### config.mk
export PLATFORM = sky130hd
export DESIGN_NAME = timer_event_table_top
export DESIGN_NICKNAME = d
export VERILOG_FILES = /design/src/design/tet_pkg.sv /design/src/design/tet_ctrl.sv /design/src/design/tet_dpath.sv /design/src/design/timer_event_table_top.sv
export SDC_FILE = /design/constraint.sdc
export NUM_CORES = 2
export LEC_CHECK = 0
export BUFFER_PORTS_ARGS = -buffer_cell sky130_fd_sc_hd__buf_2
export CAP_MARGIN = 15
export CORE_AREA = 3 3 551 553
export CTS_BUF_LIST = sky130_fd_sc_hd__clkbuf_16
export CTS_CLUSTER_DIAMETER = 50
export DETAILED_ROUTE_END_ITERATION = 12
export DIE_AREA = 0 0 554 556
export PLACE_DENSITY = 0.6
export SYNTH_ARGS = -nofsm -noshare
export SYNTH_HDL_FRONTEND = slang
export SYNTH_HIERARCHICAL = 1
export SYNTH_SLANG_ARGS = --single-unit
export TNS_END_PERCENT = 50
### constraint.sdc
create_clock -name clock -period 12 [get_ports clock]
set_clock_uncertainty 0.15 [all_clocks]
set_input_delay 1.8 -clock clock [delete_from_list [all_inputs] [get_ports clock]]
set_output_delay 1.8 -clock clock [all_outputs]
set_load 0.01 [all_outputs]
### src/design/tet_pkg.sv
// ----------------------------------------------------------------------------
// Timer event table package
// Payload types, codes, controller interface and shared helpers.
// ----------------------------------------------------------------------------
package tet_pkg;

   localparam int TIME_W = 48;
   localparam int TABLE_DEPTH_DEF = 16;
   localparam logic [31:0] IDLE_DELAY_RESET = 32'd300000;

   localparam logic [1:0] KIND_TICK    = 2'd0;
   localparam logic [1:0] KIND_ADD_ONE = 2'd1;
   localparam logic [1:0] KIND_ADD_PER = 2'd2;

   localparam logic [1:0] EV_FIRED      = 2'd0;
   localparam logic [1:0] EV_TICK_DONE  = 2'd1;
   localparam logic [1:0] EV_ADDED      = 2'd2;
   localparam logic [1:0] EV_TABLE_FULL = 2'd3;

   typedef struct packed {
      logic [1:0]        kind;
      logic [TIME_W-1:0] now;
      logic [7:0]        task_id;
      logic [TIME_W-1:0] due_time;
      logic [31:0]       interval;
      logic [TIME_W-1:0] until_req;
   } req_type;

   typedef struct packed {
      logic [1:0]        event_res;
      logic [7:0]        fired_task;
      logic [TIME_W-1:0] next_wake;
      logic              last;
   } rsp_type;

   typedef enum logic [3:0] {
      ST_IDLE,
      ST_ADD,
      ST_SEL_INIT,
      ST_SEL_SCAN,
      ST_SEL_TAIL,
      ST_SEL_APPLY,
      ST_RET_INIT,
      ST_RET_SCAN,
      ST_RET_TAIL,
      ST_WAKE_A,
      ST_WAKE_B,
      ST_EMIT,
      ST_DONE
   } state_type;

   typedef struct packed {
      logic capture;
      logic tick_init;
      logic add_exec;
      logic scan_clear;
      logic scan_issue;
      logic mode_retire;
      logic sel_apply;
      logic wake_a;
      logic wake_b;
      logic emit_fire;
      logic emit_done;
   } cmd_type;

   typedef struct packed {
      logic best_found;
      logic want_per;
      logic scan_last;
      logic fire_none;
      logic emit_last;
   } sts_type;

   // Time sum that saturates at the top of the 48-bit range.
   function automatic logic [TIME_W-1:0] sat_add(input logic [TIME_W-1:0] a,
                                                 input logic [TIME_W-1:0] b);
      logic [TIME_W:0] s;
      s = {1'b0, a} + {1'b0, b};
      return s[TIME_W] ? {TIME_W{1'b1}} : s[TIME_W-1:0];
   endfunction

endpackage

### src/design/tet_ctrl.sv
// ----------------------------------------------------------------------------
// Timer event table controller
// Sequences add, fire selection, retirement, wake update and result output.
// ----------------------------------------------------------------------------
module tet_ctrl
   import tet_pkg::*;
(
   input  logic       clock,
   input  logic       reset,
   input  logic       start,
   input  logic [1:0] kind,
   input  sts_type    sts,
   output cmd_type    cmd,
   output logic       busy
);

   state_type state_ff, state_in;

   always_ff @(posedge clock) begin
      if (reset) begin
         state_ff <= ST_IDLE;
      end else begin
         state_ff <= state_in;
      end
   end

   always_comb begin
      state_in = state_ff;
      cmd      = '0;
      busy     = 1'b1;
      case (state_ff)
         ST_IDLE: begin
            busy = 1'b0;
            if (start) begin
               cmd.capture = 1'b1;
               if (kind == KIND_TICK) begin
                  cmd.tick_init = 1'b1;
                  state_in      = ST_SEL_INIT;
               end else if (kind == KIND_ADD_ONE || kind == KIND_ADD_PER) begin
                  state_in = ST_ADD;
               end
            end
         end
         ST_ADD: begin
            cmd.add_exec = 1'b1;
            state_in     = ST_IDLE;
         end
         ST_SEL_INIT: begin
            cmd.scan_clear = 1'b1;
            state_in       = ST_SEL_SCAN;
         end
         ST_SEL_SCAN: begin
            cmd.scan_issue = 1'b1;
            if (sts.scan_last) state_in = ST_SEL_TAIL;
         end
         ST_SEL_TAIL: begin
            state_in = ST_SEL_APPLY;
         end
         ST_SEL_APPLY: begin
            cmd.sel_apply = 1'b1;
            // With nothing left to fire, the periodic pass hands over to the
            // one-shot pass, and the one-shot pass ends the selection.
            if (sts.best_found || sts.want_per) state_in = ST_SEL_INIT;
            else state_in = ST_RET_INIT;
         end
         ST_RET_INIT: begin
            cmd.scan_clear = 1'b1;
            state_in       = ST_RET_SCAN;
         end
         ST_RET_SCAN: begin
            cmd.scan_issue  = 1'b1;
            cmd.mode_retire = 1'b1;
            if (sts.scan_last) state_in = ST_RET_TAIL;
         end
         ST_RET_TAIL: begin
            cmd.mode_retire = 1'b1;
            state_in        = ST_WAKE_A;
         end
         ST_WAKE_A: begin
            cmd.wake_a = 1'b1;
            state_in   = ST_WAKE_B;
         end
         ST_WAKE_B: begin
            cmd.wake_b = 1'b1;
            state_in   = sts.fire_none ? ST_DONE : ST_EMIT;
         end
         ST_EMIT: begin
            cmd.emit_fire = 1'b1;
            if (sts.emit_last) state_in = ST_DONE;
         end
         ST_DONE: begin
            cmd.emit_done = 1'b1;
            state_in      = ST_IDLE;
         end
         default: begin
            state_in = ST_IDLE;
         end
      endcase
   end

endmodule

### src/design/tet_dpath.sv
// ----------------------------------------------------------------------------
// Timer event table datapath
// Slot memories, scan compare logic, fire buffer, wake time and result register.
// ----------------------------------------------------------------------------
module tet_dpath
   import tet_pkg::*;
#(
   parameter int TABLE_DEPTH = TABLE_DEPTH_DEF
) (
   input  logic        clock,
   input  logic        reset,
   input  req_type     req_data,
   input  logic        csr_we,
   input  logic [31:0] csr_wdata,
   input  cmd_type     cmd,
   output sts_type     sts,
   output logic        rsp_strobe,
   output rsp_type     rsp_data
);

   localparam int IDX_W = (TABLE_DEPTH > 1) ? $clog2(TABLE_DEPTH) : 1;
   localparam int CNT_W = $clog2(TABLE_DEPTH + 1);

   logic [TIME_W-1:0] due_mem    [TABLE_DEPTH];
   logic [31:0]       period_mem [TABLE_DEPTH];
   logic [TIME_W-1:0] expiry_mem [TABLE_DEPTH];
   logic [7:0]        task_mem   [TABLE_DEPTH];
   logic              per_mem    [TABLE_DEPTH];
   logic [7:0]        fire_mem   [TABLE_DEPTH];

   req_type            req_ff;
   logic [31:0]        idle_ff;
   logic [TABLE_DEPTH-1:0] valid_ff, done_ff;
   logic               want_per_ff;
   logic [IDX_W-1:0]   scan_cnt_ff;
   logic               rd_vld_ff;
   logic [IDX_W-1:0]   rd_idx_ff;
   logic [TIME_W-1:0]  rd_due_ff, rd_exp_ff;
   logic [31:0]        rd_period_ff;
   logic [7:0]         rd_task_ff;
   logic               rd_per_ff;
   logic               best_found_ff;
   logic [IDX_W-1:0]   best_idx_ff;
   logic [TIME_W-1:0]  best_due_ff;
   logic [31:0]        best_period_ff;
   logic [7:0]         best_task_ff;
   logic               have_one_ff, have_per_ff;
   logic [TIME_W-1:0]  one_min_ff, per_min_ff, cand_ff, wake_ff;
   logic [CNT_W-1:0]   fire_cnt_ff;
   logic [IDX_W-1:0]   emit_ptr_ff;
   logic               rsp_strobe_ff;
   rsp_type            rsp_ff;

   logic               free_found;
   logic [IDX_W-1:0]   free_idx;
   logic [TIME_W-1:0]  add_due, add_wake, adv_due, idle_sum;
   logic               add_ok, apply_do, sel_hit, ret_kill, ret_per, ret_one, rd_live;

   // Lowest free slot.
   always_comb begin
      free_found = 1'b0;
      free_idx   = '0;
      for (int i = TABLE_DEPTH - 1; i >= 0; i--) begin
         if (!valid_ff[i]) begin
            free_found = 1'b1;
            free_idx   = IDX_W'(i);
         end
      end
   end

   assign add_due  = (req_ff.kind == KIND_ADD_ONE) ? req_ff.due_time
                   : sat_add(req_ff.now, {16'd0, req_ff.interval});
   assign add_wake = (add_due < wake_ff) ? add_due : wake_ff;
   assign add_ok   = cmd.add_exec && free_found;
   assign apply_do = cmd.sel_apply && best_found_ff;
   assign adv_due  = sat_add(best_due_ff, {16'd0, best_period_ff});
   assign idle_sum = sat_add(req_ff.now, {16'd0, idle_ff});

   assign rd_live  = rd_vld_ff && valid_ff[rd_idx_ff];
   assign sel_hit  = rd_live && !cmd.mode_retire && (rd_per_ff == want_per_ff)
                   && !done_ff[rd_idx_ff] && (rd_due_ff <= req_ff.now)
                   && (!best_found_ff || rd_due_ff < best_due_ff);
   assign ret_kill = rd_live && cmd.mode_retire && rd_per_ff && (rd_exp_ff <= req_ff.now);
   assign ret_per  = rd_live && cmd.mode_retire && rd_per_ff && !ret_kill;
   assign ret_one  = rd_live && cmd.mode_retire && !rd_per_ff;

   // Memories, read data and payload registers.
   always_ff @(posedge clock) begin
      if (cmd.capture) req_ff <= req_data;
      if (cmd.scan_issue) begin
         rd_due_ff    <= due_mem[scan_cnt_ff];
         rd_exp_ff    <= expiry_mem[scan_cnt_ff];
         rd_period_ff <= period_mem[scan_cnt_ff];
         rd_task_ff   <= task_mem[scan_cnt_ff];
         rd_per_ff    <= per_mem[scan_cnt_ff];
      end
      rd_idx_ff <= scan_cnt_ff;
      if (add_ok) begin
         due_mem[free_idx]    <= add_due;
         period_mem[free_idx] <= req_ff.interval;
         expiry_mem[free_idx] <= req_ff.until_req;
         task_mem[free_idx]   <= req_ff.task_id;
         per_mem[free_idx]    <= (req_ff.kind == KIND_ADD_PER);
      end else if (apply_do && want_per_ff) begin
         due_mem[best_idx_ff] <= adv_due;
      end
      if (apply_do) fire_mem[fire_cnt_ff[IDX_W-1:0]] <= best_task_ff;
      if (sel_hit) begin
         best_idx_ff    <= rd_idx_ff;
         best_due_ff    <= rd_due_ff;
         best_period_ff <= rd_period_ff;
         best_task_ff   <= rd_task_ff;
      end
      if (ret_per && (!have_per_ff || rd_due_ff < per_min_ff)) per_min_ff <= rd_due_ff;
      if (ret_one && (!have_one_ff || rd_due_ff < one_min_ff)) one_min_ff <= rd_due_ff;
      if (cmd.wake_a) cand_ff <= have_one_ff ? one_min_ff : idle_sum;
      if (add_ok) begin
         rsp_ff <= '{event_res: EV_ADDED, fired_task: req_ff.task_id,
                     next_wake: add_wake, last: 1'b1};
      end else if (cmd.add_exec) begin
         rsp_ff <= '{event_res: EV_TABLE_FULL, fired_task: req_ff.task_id,
                     next_wake: wake_ff, last: 1'b1};
      end else if (cmd.emit_fire) begin
         rsp_ff <= '{event_res: EV_FIRED, fired_task: fire_mem[emit_ptr_ff],
                     next_wake: wake_ff, last: 1'b0};
      end else if (cmd.emit_done) begin
         rsp_ff <= '{event_res: EV_TICK_DONE, fired_task: 8'd0,
                     next_wake: wake_ff, last: 1'b1};
      end
   end

   // Control state.
   always_ff @(posedge clock) begin
      if (reset) begin
         idle_ff       <= IDLE_DELAY_RESET;
         valid_ff      <= '0;
         done_ff       <= '0;
         want_per_ff   <= 1'b1;
         scan_cnt_ff   <= '0;
         rd_vld_ff     <= 1'b0;
         best_found_ff <= 1'b0;
         have_one_ff   <= 1'b0;
         have_per_ff   <= 1'b0;
         wake_ff       <= '0;
         fire_cnt_ff   <= '0;
         emit_ptr_ff   <= '0;
         rsp_strobe_ff <= 1'b0;
      end else begin
         if (csr_we) idle_ff <= csr_wdata;
         rd_vld_ff     <= cmd.scan_issue;
         rsp_strobe_ff <= cmd.add_exec || cmd.emit_fire || cmd.emit_done;
         if (cmd.tick_init) begin
            done_ff     <= '0;
            want_per_ff <= 1'b1;
            fire_cnt_ff <= '0;
            emit_ptr_ff <= '0;
         end
         if (cmd.scan_clear) begin
            scan_cnt_ff   <= '0;
            best_found_ff <= 1'b0;
            have_one_ff   <= 1'b0;
            have_per_ff   <= 1'b0;
         end else if (cmd.scan_issue) begin
            scan_cnt_ff <= scan_cnt_ff + 1'b1;
         end
         if (sel_hit) best_found_ff <= 1'b1;
         if (ret_per) have_per_ff <= 1'b1;
         if (ret_one) have_one_ff <= 1'b1;
         if (add_ok) begin
            valid_ff[free_idx] <= 1'b1;
            wake_ff            <= add_wake;
         end
         if (apply_do) begin
            done_ff[best_idx_ff] <= 1'b1;
            fire_cnt_ff          <= fire_cnt_ff + 1'b1;
            if (!want_per_ff) valid_ff[best_idx_ff] <= 1'b0;
         end else if (cmd.sel_apply) begin
            want_per_ff <= 1'b0;
         end
         if (ret_kill) valid_ff[rd_idx_ff] <= 1'b0;
         if (cmd.wake_b) begin
            wake_ff <= (have_per_ff && per_min_ff < cand_ff) ? per_min_ff : cand_ff;
         end
         if (cmd.emit_fire) emit_ptr_ff <= emit_ptr_ff + 1'b1;
      end
   end

   assign sts.best_found = best_found_ff;
   assign sts.want_per   = want_per_ff;
   assign sts.scan_last  = (scan_cnt_ff == IDX_W'(TABLE_DEPTH - 1));
   assign sts.fire_none  = (fire_cnt_ff == '0);
   assign sts.emit_last  = ({1'b0, emit_ptr_ff} == (IDX_W + 1)'(fire_cnt_ff - 1'b1));

   assign rsp_strobe = rsp_strobe_ff;
   assign rsp_data   = rsp_ff;

endmodule

### src/design/timer_event_table_top.sv
// ----------------------------------------------------------------------------
// Timer event table top level
// Timer entry table with add and tick commands, built as controller plus datapath.
// ----------------------------------------------------------------------------
// Add: a single result, registered after the add step; busy during that step.
// Tick: each fire-selection scan walks the slot memories, one slot memory
//   read per cycle; F fires cost (F+2) scans, then a retire scan, two wake
//   steps and F+1 results (one per cycle).
// The receiver cannot stall; each result is shown for one cycle.
// Reset clears all slots and the wake time and sets the idle delay to 300000.
module timer_event_table_top
   import tet_pkg::*;
#(
   parameter int TABLE_DEPTH = TABLE_DEPTH_DEF
) (
   input  logic        clock,
   input  logic        reset,
   input  logic        start,
   output logic        busy,
   input  req_type     req_data,
   output logic        rsp_strobe,
   output rsp_type     rsp_data,
   input  logic        csr_we,
   input  logic [31:0] csr_wdata
);

   cmd_type cmd;
   sts_type sts;

   tet_ctrl u_ctrl (
      .clock (clock),
      .reset (reset),
      .start (start),
      .kind  (req_data.kind),
      .sts   (sts),
      .cmd   (cmd),
      .busy  (busy)
   );

   tet_dpath #(
      .TABLE_DEPTH (TABLE_DEPTH)
   ) u_dpath (
      .clock      (clock),
      .reset      (reset),
      .req_data   (req_data),
      .csr_we     (csr_we),
      .csr_wdata  (csr_wdata),
      .cmd        (cmd),
      .sts        (sts),
      .rsp_strobe (rsp_strobe),
      .rsp_data   (rsp_data)
   );

endmodule

==> impl_metrics.sql <==
INSERT INTO impl_metrics (metric_group, metric, value, unit) VALUES
('status', 'run_status', 'completed', ''),
('power_and_ir_drop', 'worst_ir_drop_vdd', '181.8', 'uV'),
('finish', 'finish.utilization', '49.22', '%'),
('min_path', 'min_path_cells', '0', ''),
('worst_setup_path', 'path_max_fanout', '63', ''),
('min_path', 'holdPathEnd', 'u_dpath/best_task_ff[3]', ''),
('clock_network', 'clock_h_tree_levels', '5', ''),
('finish', 'fillers', '24550', ''),
('power_and_ir_drop', 'total_leakage_power', '48.95', 'nW'),
('power_and_ir_drop', 'total_power', '30.96', 'mW'),
('yosys', 'syn_inst', '6985', ''),
('yosys', 'synth_async_sr_flop_share', '0', '%'),
('placement', 'place_inst', '11100', ''),
('finish', 'fin_nets', '8165', ''),
('die', 'die_h', '556', 'um'),
('clock_network', 'cts.hold.buffers_added', '0', ''),
('worst_setup_path', 'worstPathRequired', '12600', 'ps'),
('clock_network', 'clkSinkCount', '3081', ''),
('sta', 'finalWorstSetupSlack', '2735', 'ps'),
('clock_network', 'postCtsResizedCells', '0', ''),
('worst_setup_path', 'cp-start-kind', 'flip-flop', ''),
('worst_setup_path', 'timing.reg2reg.setup_slack', '2740', 'ps'),
('routing', 'dr.pass1.iters', '6', ''),
('yosys', 'synth_top_flop_cell', 'sky130_fd_sc_hd__edfxtp_1', ''),
('die', 'initial_core_util', '42.91', '%'),
('finish', 'flow.area_growth_from_synthesis', '14.69', '%'),
('global_routing', 'grt_pass1_vias', '69950', ''),
('yosys', 'postSynthRegisterBits', '3081', ''),
('die', 'die_area', '308000', 'um^2'),
('min_path', 'min_from', 'u_dpath/rd_task_ff[3]', ''),
('yosys', 'synth.yosys.seq_area_share', '70.90', '%'),
('die', 'io_pins', '283', ''),
('sta', 'final.hold.worst_slack', '266.1', 'ps'),
('worst_setup_path', 'endpoint_kind', 'flip-flop', ''),
('die', 'coreArea', '299300', 'um^2'),
('finish', 'design_area', '147300', 'um^2'),
('sta', 'setup_violations', '0', ''),
('yosys', 'count_of_distinct_cell_types_in_the_synthesized_netlist', '104', ''),
('min_path', 'worst_hold_path_type', 'reg -> reg', ''),
('clock_network', 'insertion_delay', '940', 'ps'),
('worst_setup_path', 'timing_worst_setup_path_type', 'reg -> reg', ''),
('yosys', 'synth-edff-count', '2935', ''),
('sta', 'totalNegativeSetupSlack', '0', 'ps'),
('sta', 'grt_setup_unrepaired', 'false', ''),
('routing', 'dr_total_vias', '69750', ''),
('sta', 'drv_slew', '0', ''),
('sta', 'relSlewSlack', '15.67', '%'),
('clock_network', 'cts-buffers-inserted', '357', ''),
('sta', 'max_freq', '0.1079', 'GHz'),
('finish', 'final_cell_mix', '2935 x sky130_fd_sc_hd__edfxtp_1, 734 x sky130_fd_sc_hd__mux4_2, 434 x sky130_fd_sc_hd__ha_1', ''),
('finish', 'drive_gt1_share', '24.10', '%'),
('routing', 'first_iter_violations', '8096', ''),
('global_routing', 'grt_first_pass_wirelength', '528100', 'um'),
('yosys', 'synthesis.nets', '7644', ''),
('job', 'max-cap-violations', '0', ''),
('yosys', 'synth_area_leaders', 'sky130_fd_sc_hd__edfxtp_1 69%, sky130_fd_sc_hd__mux4_2 13%, sky130_fd_sc_hd__ha_1 4.2%', ''),
('placement', 'place_hpwl', '236800', 'um'),
('sta', 'timing_worst_slew_pin_value', '1265', 'ps'),
('placement', 'placement.setup.worst_slack', '3034', 'ps'),
('global_routing', 'grt_overflow_total', '0', ''),
('die', 'chipWidth', '554', 'um'),
('clock_network', 'tritoncts_clock_tree', 'done', ''),
('sta', 'post_layout_min_period', '9265', 'ps'),
('clock_network', 'clockRootBuffer', 'sky130_fd_sc_hd__clkbuf_16', ''),
('placement', 'place.gp.congestion', '0.9459', ''),
('sta', 'hold_viol', '0', ''),
('worst_setup_path', 'cp_slowest_stage_delay', '780', 'ps'),
('yosys', 'post_synthesis_mean_instance_area', '18.39', 'um^2'),
('worst_setup_path', 'worstPathArrival', '9870', 'ps'),
('finish', 'final-instance-count-excl-fill', '11770', ''),
('placement', 'placedInstanceArea', '135400', 'um^2');
==> worst max-delay path, delay by kind of cell, from the launching register on <==
family	cells	cell delay, ps
AO/OA/AOI/OAI	10	3610
AND/OR/NAND/NOR	8	3700
flip-flops	1	700
adder cells (fa/ha/maj)	3	900
==> power breakdown <==
part	leakage (nW)	total, mW	switching (mW)	internal [mW]
sequential	27.7	14.7	0.916	13.8
clock	5.91	10.7	4.49	6.20
combinational	15.3	5.60	3.68	1.92
total	48.9	31.0	9.08	21.9
==> metal layers <==
metal	track usage [%]	part of all wire (%)	vias to the layer above
met5	0	0.026	-
met4	9.045	4.1	16
li1	-	-	29440
met3	4.631	8.0	580
met2	38.05	47	2919
met1	33.20	41	36790
==> worst max path at each step <==
stage | startpoint | endpoint | slack (ps) | cells after the start
after global routing | u_dpath/req_ff[48] | u_dpath/wake_ff[39] | 2460 | 21
final | u_dpath/req_ff[48] | u_dpath/wake_ff[47] | 2740 | 21
after global placement | u_dpath/req_ff[48] | u_dpath/wake_ff[6] | 3170 | 21
after floorplan | start | u_dpath/req_ff[0] | 1610 | 2
after detailed placement | u_dpath/req_ff[48] | u_dpath/wake_ff[4] | 3030 | 21
after CTS | u_dpath/req_ff[48] | u_dpath/wake_ff[4] | 3020 | 21
==> state kept, by name, indices dropped and copies added, names as in the netlist, 59 cells and up, named ones only <==
| signal | flops |
|---|---|
| u_dpath/due_mem | 768 |
| u_dpath/fire_mem | 128 |
| u_dpath/task_mem | 128 |
| u_dpath/rsp_data | 59 |
| u_dpath/req_ff | 186 |
| u_dpath/expiry_mem | 768 |
| u_dpath/period_mem | 512 |
==> logic make-up after synthesis <==
logic type / Yosys count / synth area share (%)
mux: 812 / 13.54
buf+inv: 634 / 1.908
compound gates: 980 / 5.073
flops: 3081 / 70.90
fa+ha+maj: 437 / 4.275
xor+xnor: 124 / 0.8456
simple gates: 917 / 3.461
==> Yosys cell counts (66+ instances only) <==
cell type	number
sky130_fd_sc_hd__edfxtp_1	2935
sky130_fd_sc_hd__clkbuf_1	195
sky130_fd_sc_hd__inv_1	341
sky130_fd_sc_hd__nor3_1	69
sky130_fd_sc_hd__ha_1	434
sky130_fd_sc_hd__dfxtp_1	146
sky130_fd_sc_hd__buf_1	68
sky130_fd_sc_hd__mux4_2	734
sky130_fd_sc_hd__nand2_1	209
sky130_fd_sc_hd__nand4_1	82
sky130_fd_sc_hd__a21o_1	120
sky130_fd_sc_hd__xnor2_1	76
sky130_fd_sc_hd__a21oi_1	289
sky130_fd_sc_hd__o21ai_0	159
sky130_fd_sc_hd__nor2_1	291
sky130_fd_sc_hd__nor2b_1	66
==> cell type report <==
cell class              instances  area (um^2)  area share [%]
well taps                    3958         4952           3.362
clock buffers                 362         9059           6.150
inverters                     342         1285          0.8724
flip-flops and latches       3081        91080           61.83
multi-input cells            3270        35280           23.95
diodes                         12        30.03         0.02039
repair buffers                454         2943           1.998
clock inverters               295         2673           1.814
Power figures use the tool's default switching activity.
